$ cat config.mk
export PLATFORM = sky130hd
export DESIGN_NAME = postfix_expression_evaluator
export DESIGN_NICKNAME = d
export VERILOG_FILES = /design/src/pec_pkg.sv /design/src/pec_ram.sv /design/src/pec_div.sv /design/src/pec_dp.sv /design/src/pec_ctrl.sv /design/src/postfix_expression_evaluator.sv
export SDC_FILE = /design/constraint.sdc
export NUM_CORES = 2
export LEC_CHECK = 0
export BUFFER_PORTS_ARGS = -buffer_cell sky130_fd_sc_hd__buf_2
export CAP_MARGIN = 20
export CORE_MARGIN = 3
export CORE_UTILIZATION = 45
export DETAILED_ROUTE_END_ITERATION = 8
export SLEW_MARGIN = 20
export SYNTH_ARGS = -nofsm -noshare
export SYNTH_HDL_FRONTEND = slang
export SYNTH_SLANG_ARGS = --single-unit
$ cat constraint.sdc
create_clock -name clock -period 7.1 [get_ports clock]
set_input_delay 1.42 -clock clock [delete_from_list [all_inputs] [get_ports clock]]
set_output_delay 1.42 -clock clock [all_outputs]
set_load 0.02 [all_outputs]
$ cat src/pec_pkg.sv
// Shared types and constants for the postfix expression evaluator.
// Used by the controller, the datapath, the divider and the top level.
package pec_pkg;

   localparam int STACK_DEPTH = 64;
   localparam int DATA_W = 32;
   localparam int CNT_W = $clog2(STACK_DEPTH + 1);
   localparam int IDX_W = (STACK_DEPTH > 1) ? $clog2(STACK_DEPTH) : 1;
   localparam int DIV_CNT_W = $clog2(DATA_W);

   localparam logic [7:0] CHAR_ZERO   = 8'h30;
   localparam logic [7:0] CHAR_NINE   = 8'h39;
   localparam logic [7:0] CHAR_SPACE  = 8'h20;
   localparam logic [7:0] CHAR_PLUS   = 8'h2B;
   localparam logic [7:0] CHAR_MINUS  = 8'h2D;
   localparam logic [7:0] CHAR_STAR   = 8'h2A;
   localparam logic [7:0] CHAR_SLASH  = 8'h2F;
   localparam logic [7:0] CHAR_DOLLAR = 8'h24;
   localparam logic [DATA_W-1:0] EMPTY_VALUE = DATA_W'(CHAR_DOLLAR);
   localparam logic [3:0] DECIMAL_BASE = 4'd10;

   typedef enum logic [2:0] {
      OP_ADD,
      OP_SUB,
      OP_MUL,
      OP_DIV,
      OP_NONE
   } op_type;

   typedef enum logic [3:0] {
      ST_IDLE,
      ST_DECODE,
      ST_POP_A,
      ST_POP_B,
      ST_POP_C,
      ST_EXEC,
      ST_DIV_WAIT,
      ST_PUSH,
      ST_EMIT
   } state_type;

   typedef struct packed {
      logic load_item;
      logic digit;
      logic flush;
      logic pop;
      logic cap_v1;
      logic cap_v2;
      logic alu_load;
      logic div_start;
      logic div_load;
      logic push_res;
      logic emit;
   } ctrl_cmd_type;

   typedef struct packed {
      logic   is_end;
      logic   is_digit;
      logic   is_space;
      op_type op;
      logic   v1_zero;
      logic   div_done;
      logic   out_free;
   } dp_status_type;

endpackage

$ cat src/pec_ram.sv
// Generic single-write, single-read memory with registered read data.
// No dependencies.
module pec_ram #(
   parameter int WIDTH = 32,
   parameter int DEPTH = 64,
   parameter int ADDR_W = (DEPTH > 1) ? $clog2(DEPTH) : 1
) (
   input  logic              clock,
   input  logic              wr_en,
   input  logic [ADDR_W-1:0] wr_addr,
   input  logic [WIDTH-1:0]  wr_data,
   input  logic [ADDR_W-1:0] rd_addr,
   output logic [WIDTH-1:0]  rd_data
);

   logic [WIDTH-1:0] mem [DEPTH];
   logic [WIDTH-1:0] rd_data_ff;

   always_ff @(posedge clock) begin
      if (wr_en) begin
         mem[wr_addr] <= wr_data;
      end
      rd_data_ff <= mem[rd_addr];
   end

   assign rd_data = rd_data_ff;

endmodule

$ cat src/pec_div.sv
// Iterative signed divider, truncating toward zero, one quotient bit per cycle.
// Depends on pec_pkg.
module pec_div
   import pec_pkg::*;
(
   input  logic              clock,
   input  logic              reset,
   input  logic              start,
   input  logic [DATA_W-1:0] numerator,
   input  logic [DATA_W-1:0] denominator,
   output logic              done,
   output logic [DATA_W-1:0] quotient
);

   logic                 busy_ff, busy_in;
   logic                 done_ff, done_in;
   logic                 neg_ff, neg_in;
   logic [DIV_CNT_W-1:0] cnt_ff, cnt_in;
   logic [DATA_W-1:0]    rem_ff, rem_in;
   logic [DATA_W-1:0]    quo_ff, quo_in;
   logic [DATA_W-1:0]    den_ff, den_in;
   logic [DATA_W:0]      trial;

   always_comb begin
      busy_in = busy_ff;
      done_in = 1'b0;
      neg_in  = neg_ff;
      cnt_in  = cnt_ff;
      rem_in  = rem_ff;
      quo_in  = quo_ff;
      den_in  = den_ff;
      trial   = {rem_ff, quo_ff[DATA_W-1]} - {1'b0, den_ff};
      if (start) begin
         busy_in = 1'b1;
         cnt_in  = '0;
         rem_in  = '0;
         neg_in  = numerator[DATA_W-1] ^ denominator[DATA_W-1];
         quo_in  = numerator[DATA_W-1] ? (DATA_W'(0) - numerator) : numerator;
         den_in  = denominator[DATA_W-1] ? (DATA_W'(0) - denominator) : denominator;
      end else if (busy_ff) begin
         // restoring step: subtract when the shifted remainder covers the divisor
         if (!trial[DATA_W]) begin
            rem_in = trial[DATA_W-1:0];
            quo_in = {quo_ff[DATA_W-2:0], 1'b1};
         end else begin
            rem_in = {rem_ff[DATA_W-2:0], quo_ff[DATA_W-1]};
            quo_in = {quo_ff[DATA_W-2:0], 1'b0};
         end
         cnt_in = cnt_ff + DIV_CNT_W'(1);
         if (cnt_ff == DIV_CNT_W'(DATA_W - 1)) begin
            busy_in = 1'b0;
            done_in = 1'b1;
         end
      end
   end

   always_ff @(posedge clock) begin
      if (reset) begin
         busy_ff <= 1'b0;
         done_ff <= 1'b0;
      end else begin
         busy_ff <= busy_in;
         done_ff <= done_in;
      end
      neg_ff <= neg_in;
      cnt_ff <= cnt_in;
      rem_ff <= rem_in;
      quo_ff <= quo_in;
      den_ff <= den_in;
   end

   assign done     = done_ff;
   assign quotient = neg_ff ? (DATA_W'(0) - quo_ff) : quo_ff;

endmodule

$ cat src/pec_dp.sv
// Datapath: item register, number builder, operand stack, ALU, divider, result register.
// Depends on pec_pkg, pec_ram and pec_div.
module pec_dp
   import pec_pkg::*;
(
   input  logic                 clock,
   input  logic                 reset,
   input  ctrl_cmd_type         cmd,
   output dp_status_type        status,
   input  logic [7:0]           req_character,
   input  logic                 req_end_of_expression,
   output logic                 rsp_valid,
   input  logic                 rsp_stall,
   output logic signed [31:0]   rsp_result_value,
   output logic                 rsp_stack_was_empty,
   output logic                 rsp_overflow_seen,
   output logic                 rsp_divide_by_zero_seen
);

   logic [7:0]        char_ff, char_in;
   logic              end_ff, end_in;
   logic [DATA_W-1:0] acc_ff, acc_in;
   logic              pending_ff, pending_in;
   logic [CNT_W-1:0]  count_ff, count_in;
   logic              ovf_ff, ovf_in;
   logic              divz_ff, divz_in;
   logic              pop_empty_ff, pop_empty_in;
   logic [DATA_W-1:0] v1_ff, v1_in;
   logic              v1_empty_ff, v1_empty_in;
   logic [DATA_W-1:0] v2_ff, v2_in;
   logic [DATA_W-1:0] res_ff, res_in;
   logic              out_valid_ff, out_valid_in;
   logic [DATA_W-1:0] out_value_ff, out_value_in;
   logic              out_empty_ff, out_empty_in;
   logic              out_ovf_ff, out_ovf_in;
   logic              out_divz_ff, out_divz_in;

   logic              wr_en;
   logic [IDX_W-1:0]  wr_addr;
   logic [DATA_W-1:0] wr_data;
   logic [IDX_W-1:0]  rd_addr;
   logic [DATA_W-1:0] rd_data;
   logic [CNT_W-1:0]  count_dec;
   logic              push_en;
   logic              div_done;
   logic [DATA_W-1:0] div_quo;
   logic [DATA_W-1:0] popped;
   logic              out_free;
   op_type            op;

   pec_ram #(
      .WIDTH (DATA_W),
      .DEPTH (STACK_DEPTH)
   ) u_stack (
      .clock   (clock),
      .wr_en   (wr_en),
      .wr_addr (wr_addr),
      .wr_data (wr_data),
      .rd_addr (rd_addr),
      .rd_data (rd_data)
   );

   pec_div u_div (
      .clock       (clock),
      .reset       (reset),
      .start       (cmd.div_start),
      .numerator   (v2_ff),
      .denominator (v1_ff),
      .done        (div_done),
      .quotient    (div_quo)
   );

   always_comb begin
      unique case (char_ff)
         CHAR_PLUS:  op = OP_ADD;
         CHAR_MINUS: op = OP_SUB;
         CHAR_STAR:  op = OP_MUL;
         CHAR_SLASH: op = OP_DIV;
         default:    op = OP_NONE;
      endcase
   end

   assign out_free  = !out_valid_ff || !rsp_stall;
   assign count_dec = count_ff - CNT_W'(1);
   assign rd_addr   = count_dec[IDX_W-1:0];
   assign wr_addr   = count_ff[IDX_W-1:0];
   assign popped    = pop_empty_ff ? EMPTY_VALUE : rd_data;

   always_comb begin
      char_in      = char_ff;
      end_in       = end_ff;
      acc_in       = acc_ff;
      pending_in   = pending_ff;
      count_in     = count_ff;
      ovf_in       = ovf_ff;
      divz_in      = divz_ff;
      pop_empty_in = pop_empty_ff;
      v1_in        = v1_ff;
      v1_empty_in  = v1_empty_ff;
      v2_in        = v2_ff;
      res_in       = res_ff;
      out_valid_in = out_valid_ff && rsp_stall;
      out_value_in = out_value_ff;
      out_empty_in = out_empty_ff;
      out_ovf_in   = out_ovf_ff;
      out_divz_in  = out_divz_ff;
      wr_en        = 1'b0;
      wr_data      = cmd.flush ? acc_ff : res_ff;
      push_en      = (cmd.flush && pending_ff) || cmd.push_res;

      if (cmd.load_item) begin
         char_in = req_character;
         end_in  = req_end_of_expression;
      end

      if (cmd.digit) begin
         // acc * 10 as two shifts and an add
         acc_in     = (acc_ff << 3) + (acc_ff << 1) + DATA_W'(char_ff - CHAR_ZERO);
         pending_in = 1'b1;
      end

      if (cmd.flush) begin
         acc_in     = '0;
         pending_in = 1'b0;
      end

      if (push_en) begin
         if (count_ff < CNT_W'(STACK_DEPTH)) begin
            wr_en    = 1'b1;
            count_in = count_ff + CNT_W'(1);
         end else begin
            ovf_in = 1'b1;
         end
      end

      if (cmd.pop) begin
         if (count_ff == '0) begin
            pop_empty_in = 1'b1;
         end else begin
            pop_empty_in = 1'b0;
            count_in     = count_dec;
         end
      end

      if (cmd.cap_v1) begin
         v1_in       = popped;
         v1_empty_in = pop_empty_ff;
      end
      if (cmd.cap_v2) begin
         v2_in = popped;
      end

      if (cmd.alu_load) begin
         unique case (op)
            OP_ADD:  res_in = v2_ff + v1_ff;
            OP_SUB:  res_in = v2_ff - v1_ff;
            OP_MUL:  res_in = v2_ff * v1_ff;
            OP_DIV: begin
               res_in  = '0;
               divz_in = 1'b1;
            end
            OP_NONE: res_in = res_ff;
         endcase
      end
      if (cmd.div_load) begin
         res_in = div_quo;
      end

      if (cmd.emit) begin
         out_valid_in = 1'b1;
         out_value_in = v1_ff;
         out_empty_in = v1_empty_ff;
         out_ovf_in   = ovf_ff;
         out_divz_in  = divz_ff;
         count_in     = '0;
         acc_in       = '0;
         pending_in   = 1'b0;
         ovf_in       = 1'b0;
         divz_in      = 1'b0;
      end
   end

   always_ff @(posedge clock) begin
      if (reset) begin
         acc_ff       <= '0;
         pending_ff   <= 1'b0;
         count_ff     <= '0;
         ovf_ff       <= 1'b0;
         divz_ff      <= 1'b0;
         out_valid_ff <= 1'b0;
      end else begin
         acc_ff       <= acc_in;
         pending_ff   <= pending_in;
         count_ff     <= count_in;
         ovf_ff       <= ovf_in;
         divz_ff      <= divz_in;
         out_valid_ff <= out_valid_in;
      end
      char_ff      <= char_in;
      end_ff       <= end_in;
      pop_empty_ff <= pop_empty_in;
      v1_ff        <= v1_in;
      v1_empty_ff  <= v1_empty_in;
      v2_ff        <= v2_in;
      res_ff       <= res_in;
      out_value_ff <= out_value_in;
      out_empty_ff <= out_empty_in;
      out_ovf_ff   <= out_ovf_in;
      out_divz_ff  <= out_divz_in;
   end

   always_comb begin
      status.is_end   = end_ff;
      status.is_digit = (char_ff >= CHAR_ZERO) && (char_ff <= CHAR_NINE);
      status.is_space = (char_ff == CHAR_SPACE);
      status.op       = op;
      status.v1_zero  = (v1_ff == '0);
      status.div_done = div_done;
      status.out_free = out_free;
   end

   assign rsp_valid               = out_valid_ff;
   assign rsp_result_value        = signed'(out_value_ff);
   assign rsp_stack_was_empty     = out_empty_ff;
   assign rsp_overflow_seen       = out_ovf_ff;
   assign rsp_divide_by_zero_seen = out_divz_ff;

endmodule

$ cat src/pec_ctrl.sv
// Controller state machine: sequences decode, stack pops, ALU, divider, result load, push and emit.
// Depends on pec_pkg.
module pec_ctrl
   import pec_pkg::*;
(
   input  logic          clock,
   input  logic          reset,
   input  logic          req_valid,
   output logic          req_stall,
   input  dp_status_type status,
   output ctrl_cmd_type  cmd
);

   state_type state_ff, state_in;

   always_ff @(posedge clock) begin
      if (reset) begin
         state_ff <= ST_IDLE;
      end else begin
         state_ff <= state_in;
      end
   end

   always_comb begin
      state_in  = state_ff;
      cmd       = '0;
      req_stall = (state_ff != ST_IDLE);
      unique case (state_ff)
         ST_IDLE: begin
            if (req_valid) begin
               cmd.load_item = 1'b1;
               state_in      = ST_DECODE;
            end
         end
         ST_DECODE: begin
            if (!status.is_end && status.is_digit) begin
               cmd.digit = 1'b1;
               state_in  = ST_IDLE;
            end else begin
               // any other item first pushes a pending number
               cmd.flush = 1'b1;
               if (!status.is_end && status.is_space) begin
                  state_in = ST_IDLE;
               end else begin
                  state_in = ST_POP_A;
               end
            end
         end
         ST_POP_A: begin
            cmd.pop  = 1'b1;
            state_in = ST_POP_B;
         end
         ST_POP_B: begin
            cmd.cap_v1 = 1'b1;
            if (status.is_end) begin
               state_in = ST_EMIT;
            end else begin
               cmd.pop  = 1'b1;
               state_in = ST_POP_C;
            end
         end
         ST_POP_C: begin
            cmd.cap_v2 = 1'b1;
            state_in   = ST_EXEC;
         end
         ST_EXEC: begin
            priority if (status.op == OP_NONE) begin
               state_in = ST_IDLE;
            end else if (status.op == OP_DIV && !status.v1_zero) begin
               cmd.div_start = 1'b1;
               state_in      = ST_DIV_WAIT;
            end else begin
               cmd.alu_load = 1'b1;
               state_in     = ST_PUSH;
            end
         end
         ST_DIV_WAIT: begin
            if (status.div_done) begin
               cmd.div_load = 1'b1;
               state_in     = ST_PUSH;
            end
         end
         ST_PUSH: begin
            cmd.push_res = 1'b1;
            state_in     = ST_IDLE;
         end
         ST_EMIT: begin
            if (status.out_free) begin
               cmd.emit = 1'b1;
               state_in = ST_IDLE;
            end
         end
         default: begin
            state_in = ST_IDLE;
         end
      endcase
   end

endmodule

$ cat src/postfix_expression_evaluator.sv
// Postfix expression evaluator: one ASCII character per input item.
// Input channel req_*: req_character and req_end_of_expression, taken when
//   req_valid is high and req_stall is low. req_stall is high while an item
//   is being worked on; the block works on one item at a time.
// Result channel rsp_*: one result per end item, held in an output register
//   until taken (rsp_valid high, rsp_stall low). A waiting result does not
//   block further items; only a second end item waits for the register.
// Per item: a digit or space is decoded and done; an operator + - * or /
//   pops two operands, computes and pushes the result (division waits for
//   the iterative divider; divide by zero pushes zero); other characters
//   pop two operands and push nothing; an end item pops one value and emits
//   it when the output register is free. The operand stack sits in a
//   single-port-read memory with registered read.
// Reset (synchronous, active high) empties the stack, clears the number
//   builder and error flags and drops any waiting result. Stack contents are
//   not cleared; only entries below the count are ever used.
// Depends on pec_pkg, pec_ctrl and pec_dp.
module postfix_expression_evaluator
   import pec_pkg::*;
(
   input  logic               clock,
   input  logic               reset,
   input  logic               req_valid,
   output logic               req_stall,
   input  logic [7:0]         req_character,
   input  logic               req_end_of_expression,
   output logic               rsp_valid,
   input  logic               rsp_stall,
   output logic signed [31:0] rsp_result_value,
   output logic               rsp_stack_was_empty,
   output logic               rsp_overflow_seen,
   output logic               rsp_divide_by_zero_seen
);

   ctrl_cmd_type  cmd;
   dp_status_type status;

   pec_ctrl u_ctrl (
      .clock     (clock),
      .reset     (reset),
      .req_valid (req_valid),
      .req_stall (req_stall),
      .status    (status),
      .cmd       (cmd)
   );

   pec_dp u_dp (
      .clock                   (clock),
      .reset                   (reset),
      .cmd                     (cmd),
      .status                  (status),
      .req_character           (req_character),
      .req_end_of_expression   (req_end_of_expression),
      .rsp_valid               (rsp_valid),
      .rsp_stall               (rsp_stall),
      .rsp_result_value        (rsp_result_value),
      .rsp_stack_was_empty     (rsp_stack_was_empty),
      .rsp_overflow_seen       (rsp_overflow_seen),
      .rsp_divide_by_zero_seen (rsp_divide_by_zero_seen)
   );

endmodule

==> impl_metrics.yaml <==
run_status:
  outcome: "finished, final reports clean"
worst_setup_path:
  ff2ff_setup_slack_ns: 0.14
  endpoint_kind: "flop"
  critPathKind: "flop to flop"
  startpoint_type: "flop"
  reg2reg_depth: 22
  crit_required_ns: 7.63
  r2r-end: "u_dp.res_ff[30]"
  worstPathArrival_ns: 7.50
  path_max_fanout: 6
  rr_startpoint: "u_dp.v1_ff[2]"
synthesis:
  yosysSeqAreaShare: 0.619
  synth_seq_cells: 2373
  synth_edf_count: 2255
  async_reset_ff_frac: 0
  syn_inst: 6773
  synth.largest_area_cell: "edfxtp_1"
  yosysMostFrequentCell: "edfxtp_1"
  synth_warnings: 0
  synth_area_mm2: 0.113
  ys.flop_type: "edfxtp_1"
  syn_area_per_cell_um2: 16.7
  synth_nets: 7452
  synth_top_area_frac: 0.598
  ys_top_cells_by_area: "edfxtp_1, mux4_2, fa_1"
  synth_cell_types: 74
  synth_commonest_cells: "edfxtp_1, mux4_2, inv_1, fa_1, nand2_1"
sta:
  setup_tns_ns: 0
  rsz0062_at_grt: "yes"
  timing.final.crit_share: 0.981
  period_needed_ns: 6.96
  hold_viol_final: 0
  max_slew_margin: 0.233
  fmaxAchievable_ghz: 0.144
  report.final.slew_viol_count: 0
  finClkSkew_ns: 0.100
  worstMarginPinSlew_ns: 1.15
  setup_violations: 0
drt:
  drt-total-wl_mm: 306
  routed_via_density: 5.83
  first_iter_violations: 6402
  drc: 0
  drt-wirelength-per-cell_um: 28.9
  ant_nets: 0
  drt_pre_antenna_iters: 6
  vias: 61800
layout:
  final_cells: 10600
  drive_above_1_share: 0.226
  final_util: 0.516
  syn_to_final_growth_pct: 13.7
  multiInputGateArea_mm2: 0.0411
  final_area_mm2: 0.129
  nNetsFinal: 7722
  seq_area_mm2: 0.0701
  nFillCells: 20300
die:
  die_h_um: 508
  die_area_mm2: 0.258
  std_cell_rows: 183
  pin_count: 50
  initial_utilization: 0.454
  core_mm2: 0.250
  die_w_um: 508
clock_tree:
  cts_htree_levels: 4
  clkSlewWorstSetupHoldPaths_ns: 0.06
  clock_latency_ns: 0.90
  clock_sinks: 2373
  cts_buffer_depth: 3
  numCtsBuffers: 238
  cts_tree: "done"
  cts_hold_buf: 0
  root_buffer: "clkbuf_16"
place:
  io_buffers: 49
  dp_hpwl_mm: 198
  placed_cells: 10100
  dpl-instance-area_mm2: 0.120
  routabilityCongestion: 0.908
global_routing:
  grt-busiest-layer: "met2"
  grt_max_degree: 115
  first_global_vias: 63400
  grt_use_total: 0.239
  overflow: 0
  grt_pass1_wl_mm: 449
  grtUsageMet2: 0.402
  met1_usage: 0.330
  met3_usage: 0.0295
  grt_antenna_before_repair: 28
hold_path:
  hold_path_depth: 0
  hp-start: "u_dp.v1_empty_ff"
  min_to: "u_dp.rsp_stack_was_empty"
  hp-class: "flop to flop"
pwr:
  ir_worst_vdd_mv: 0.540
  power.density_mw_per_mm2: 296
  p_leak_nw: 44.0
flow_run:
  maxCapViolations: 0
## stage by stage
step	power, mW	hold slack [ns]	setup WS (ns)
after global placement	23.8	0.409	-0.198
after global routing	39.7	0.423	-0.0779
after detailed placement	23.9	0.417	-0.221
after floorplan	20.9	0.400	0.185
final	38.1	0.405	0.138
after CTS	37.4	0.407	-0.0104
## where the power goes
| part | internal [mW] | total (mW) | switching [mW] |
|---|---|---|---|
| sequential | 15.4 | 15.5 | 0.0875 |
| combinational | 4.19 | 9.23 | 5.04 |
| clock | 7.86 | 13.4 | 5.52 |
## critical path, cell delays in order, from the launching register on
cell and delay [ns]:
edfxtp_1 0.40, buf_6 0.16, buf_4 0.16, buf_4 0.14, and2_1 0.14, fa_1 0.53
inv_1 0.05, fa_1 0.50, fa_1 0.45, fa_1 0.57, inv_1 0.06, fa_1 0.48
fa_1 0.50, fa_1 0.52, fa_2 0.50, ha_4 0.34, nand3_2 0.12, nor2_1 0.23
a31oi_4 0.16, nand4b_1 0.13, a21oi_1 0.09, a311oi_2 0.30, a22oi_1 0.10
## what timing repair did
item                       in CTS  in global routing
cloned                          0                  1
setup endpoints to repair      11                 19
pin swaps                       4                 57
buffers inserted                0                 25
gates resized for setup        13                108
## worst max path at each step
stage,start,to,depth (start not counted)
after floorplan,u_dp.v1_ff[7],u_dp.res_ff[30],22
after global placement,u_dp.v1_ff[2],u_dp.res_ff[27],25
after detailed placement,u_dp.v1_ff[2],u_dp.res_ff[30],22
after CTS,u_dp.v1_ff[2],u_dp.res_ff[30],22
after global routing,u_dp.v1_ff[6],u_dp.res_ff[30],23
final,u_dp.v1_ff[2],u_dp.res_ff[30],22
## per-layer routing
metal	wire length, um	part of all wire
met3	18000	0.059
met1	125000	0.41
met2	154000	0.50
met5	9	0.000029
met4	8970	0.029
## sequential cells by signal (all words and copies together) (netlist names), 4 cells and up
signal	flops
u_dp.rsp_result_value	32
u_dp.v1_ff	32
u_dp.char_ff	8
u_ctrl.state_ff	4
u_dp.res_ff	32
u_dp.v2_ff	32
u_dp.u_stack.rd_data	32
u_dp.u_stack.mem	2048
u_dp.acc_ff	32
u_dp.u_div.cnt_ff	5
u_dp.count_ff	7
u_dp.u_div.rem_ff	32
u_dp.u_div.quo_ff	32
u_dp.u_div.den_ff	32
## layout make-up
class / instances / area share
sequential: 2373 / 0.544
multi-input combinational: 3571 / 0.319
clock buffer: 294 / 0.0489
tap: 3330 / 0.0323
timing repair buffer: 393 / 0.0250
clock inverter: 160 / 0.0166
inverter: 466 / 0.0136
antenna: 8 / 0.000155
## layout by cell type, fill, tap and decap left out, types with 38 or more instances in the layout
cell type     n
edfxtp_1   2255
mux4_2      672
inv_1       461
fa_1        431
nand2_1     429
and2_1      306
buf_4       302
clkbuf_16   240
ha_1        214
nor2_1      165
xnor2_1     154
o21ai_0     149
a21oi_1     137
xor2_1      124
dfxtp_1     116
nor2_4       65
buf_2        50
clkinv_1     48
nor3_1       46
clkbuf_1     45
a21o_1       44
a211oi_1     43
nor2b_1      42
bufinv_16    42
nand3_1      40
clkinv_2     38
## logic make-up after synthesis
family	synth area share
fa+ha+maj	0.103
xor+xnor	0.0220
mux	0.139
simple gates	0.0553
buf+inv	0.0276
compound gates	0.0346
flops	0.619
(Power assumes the default switching activity.)
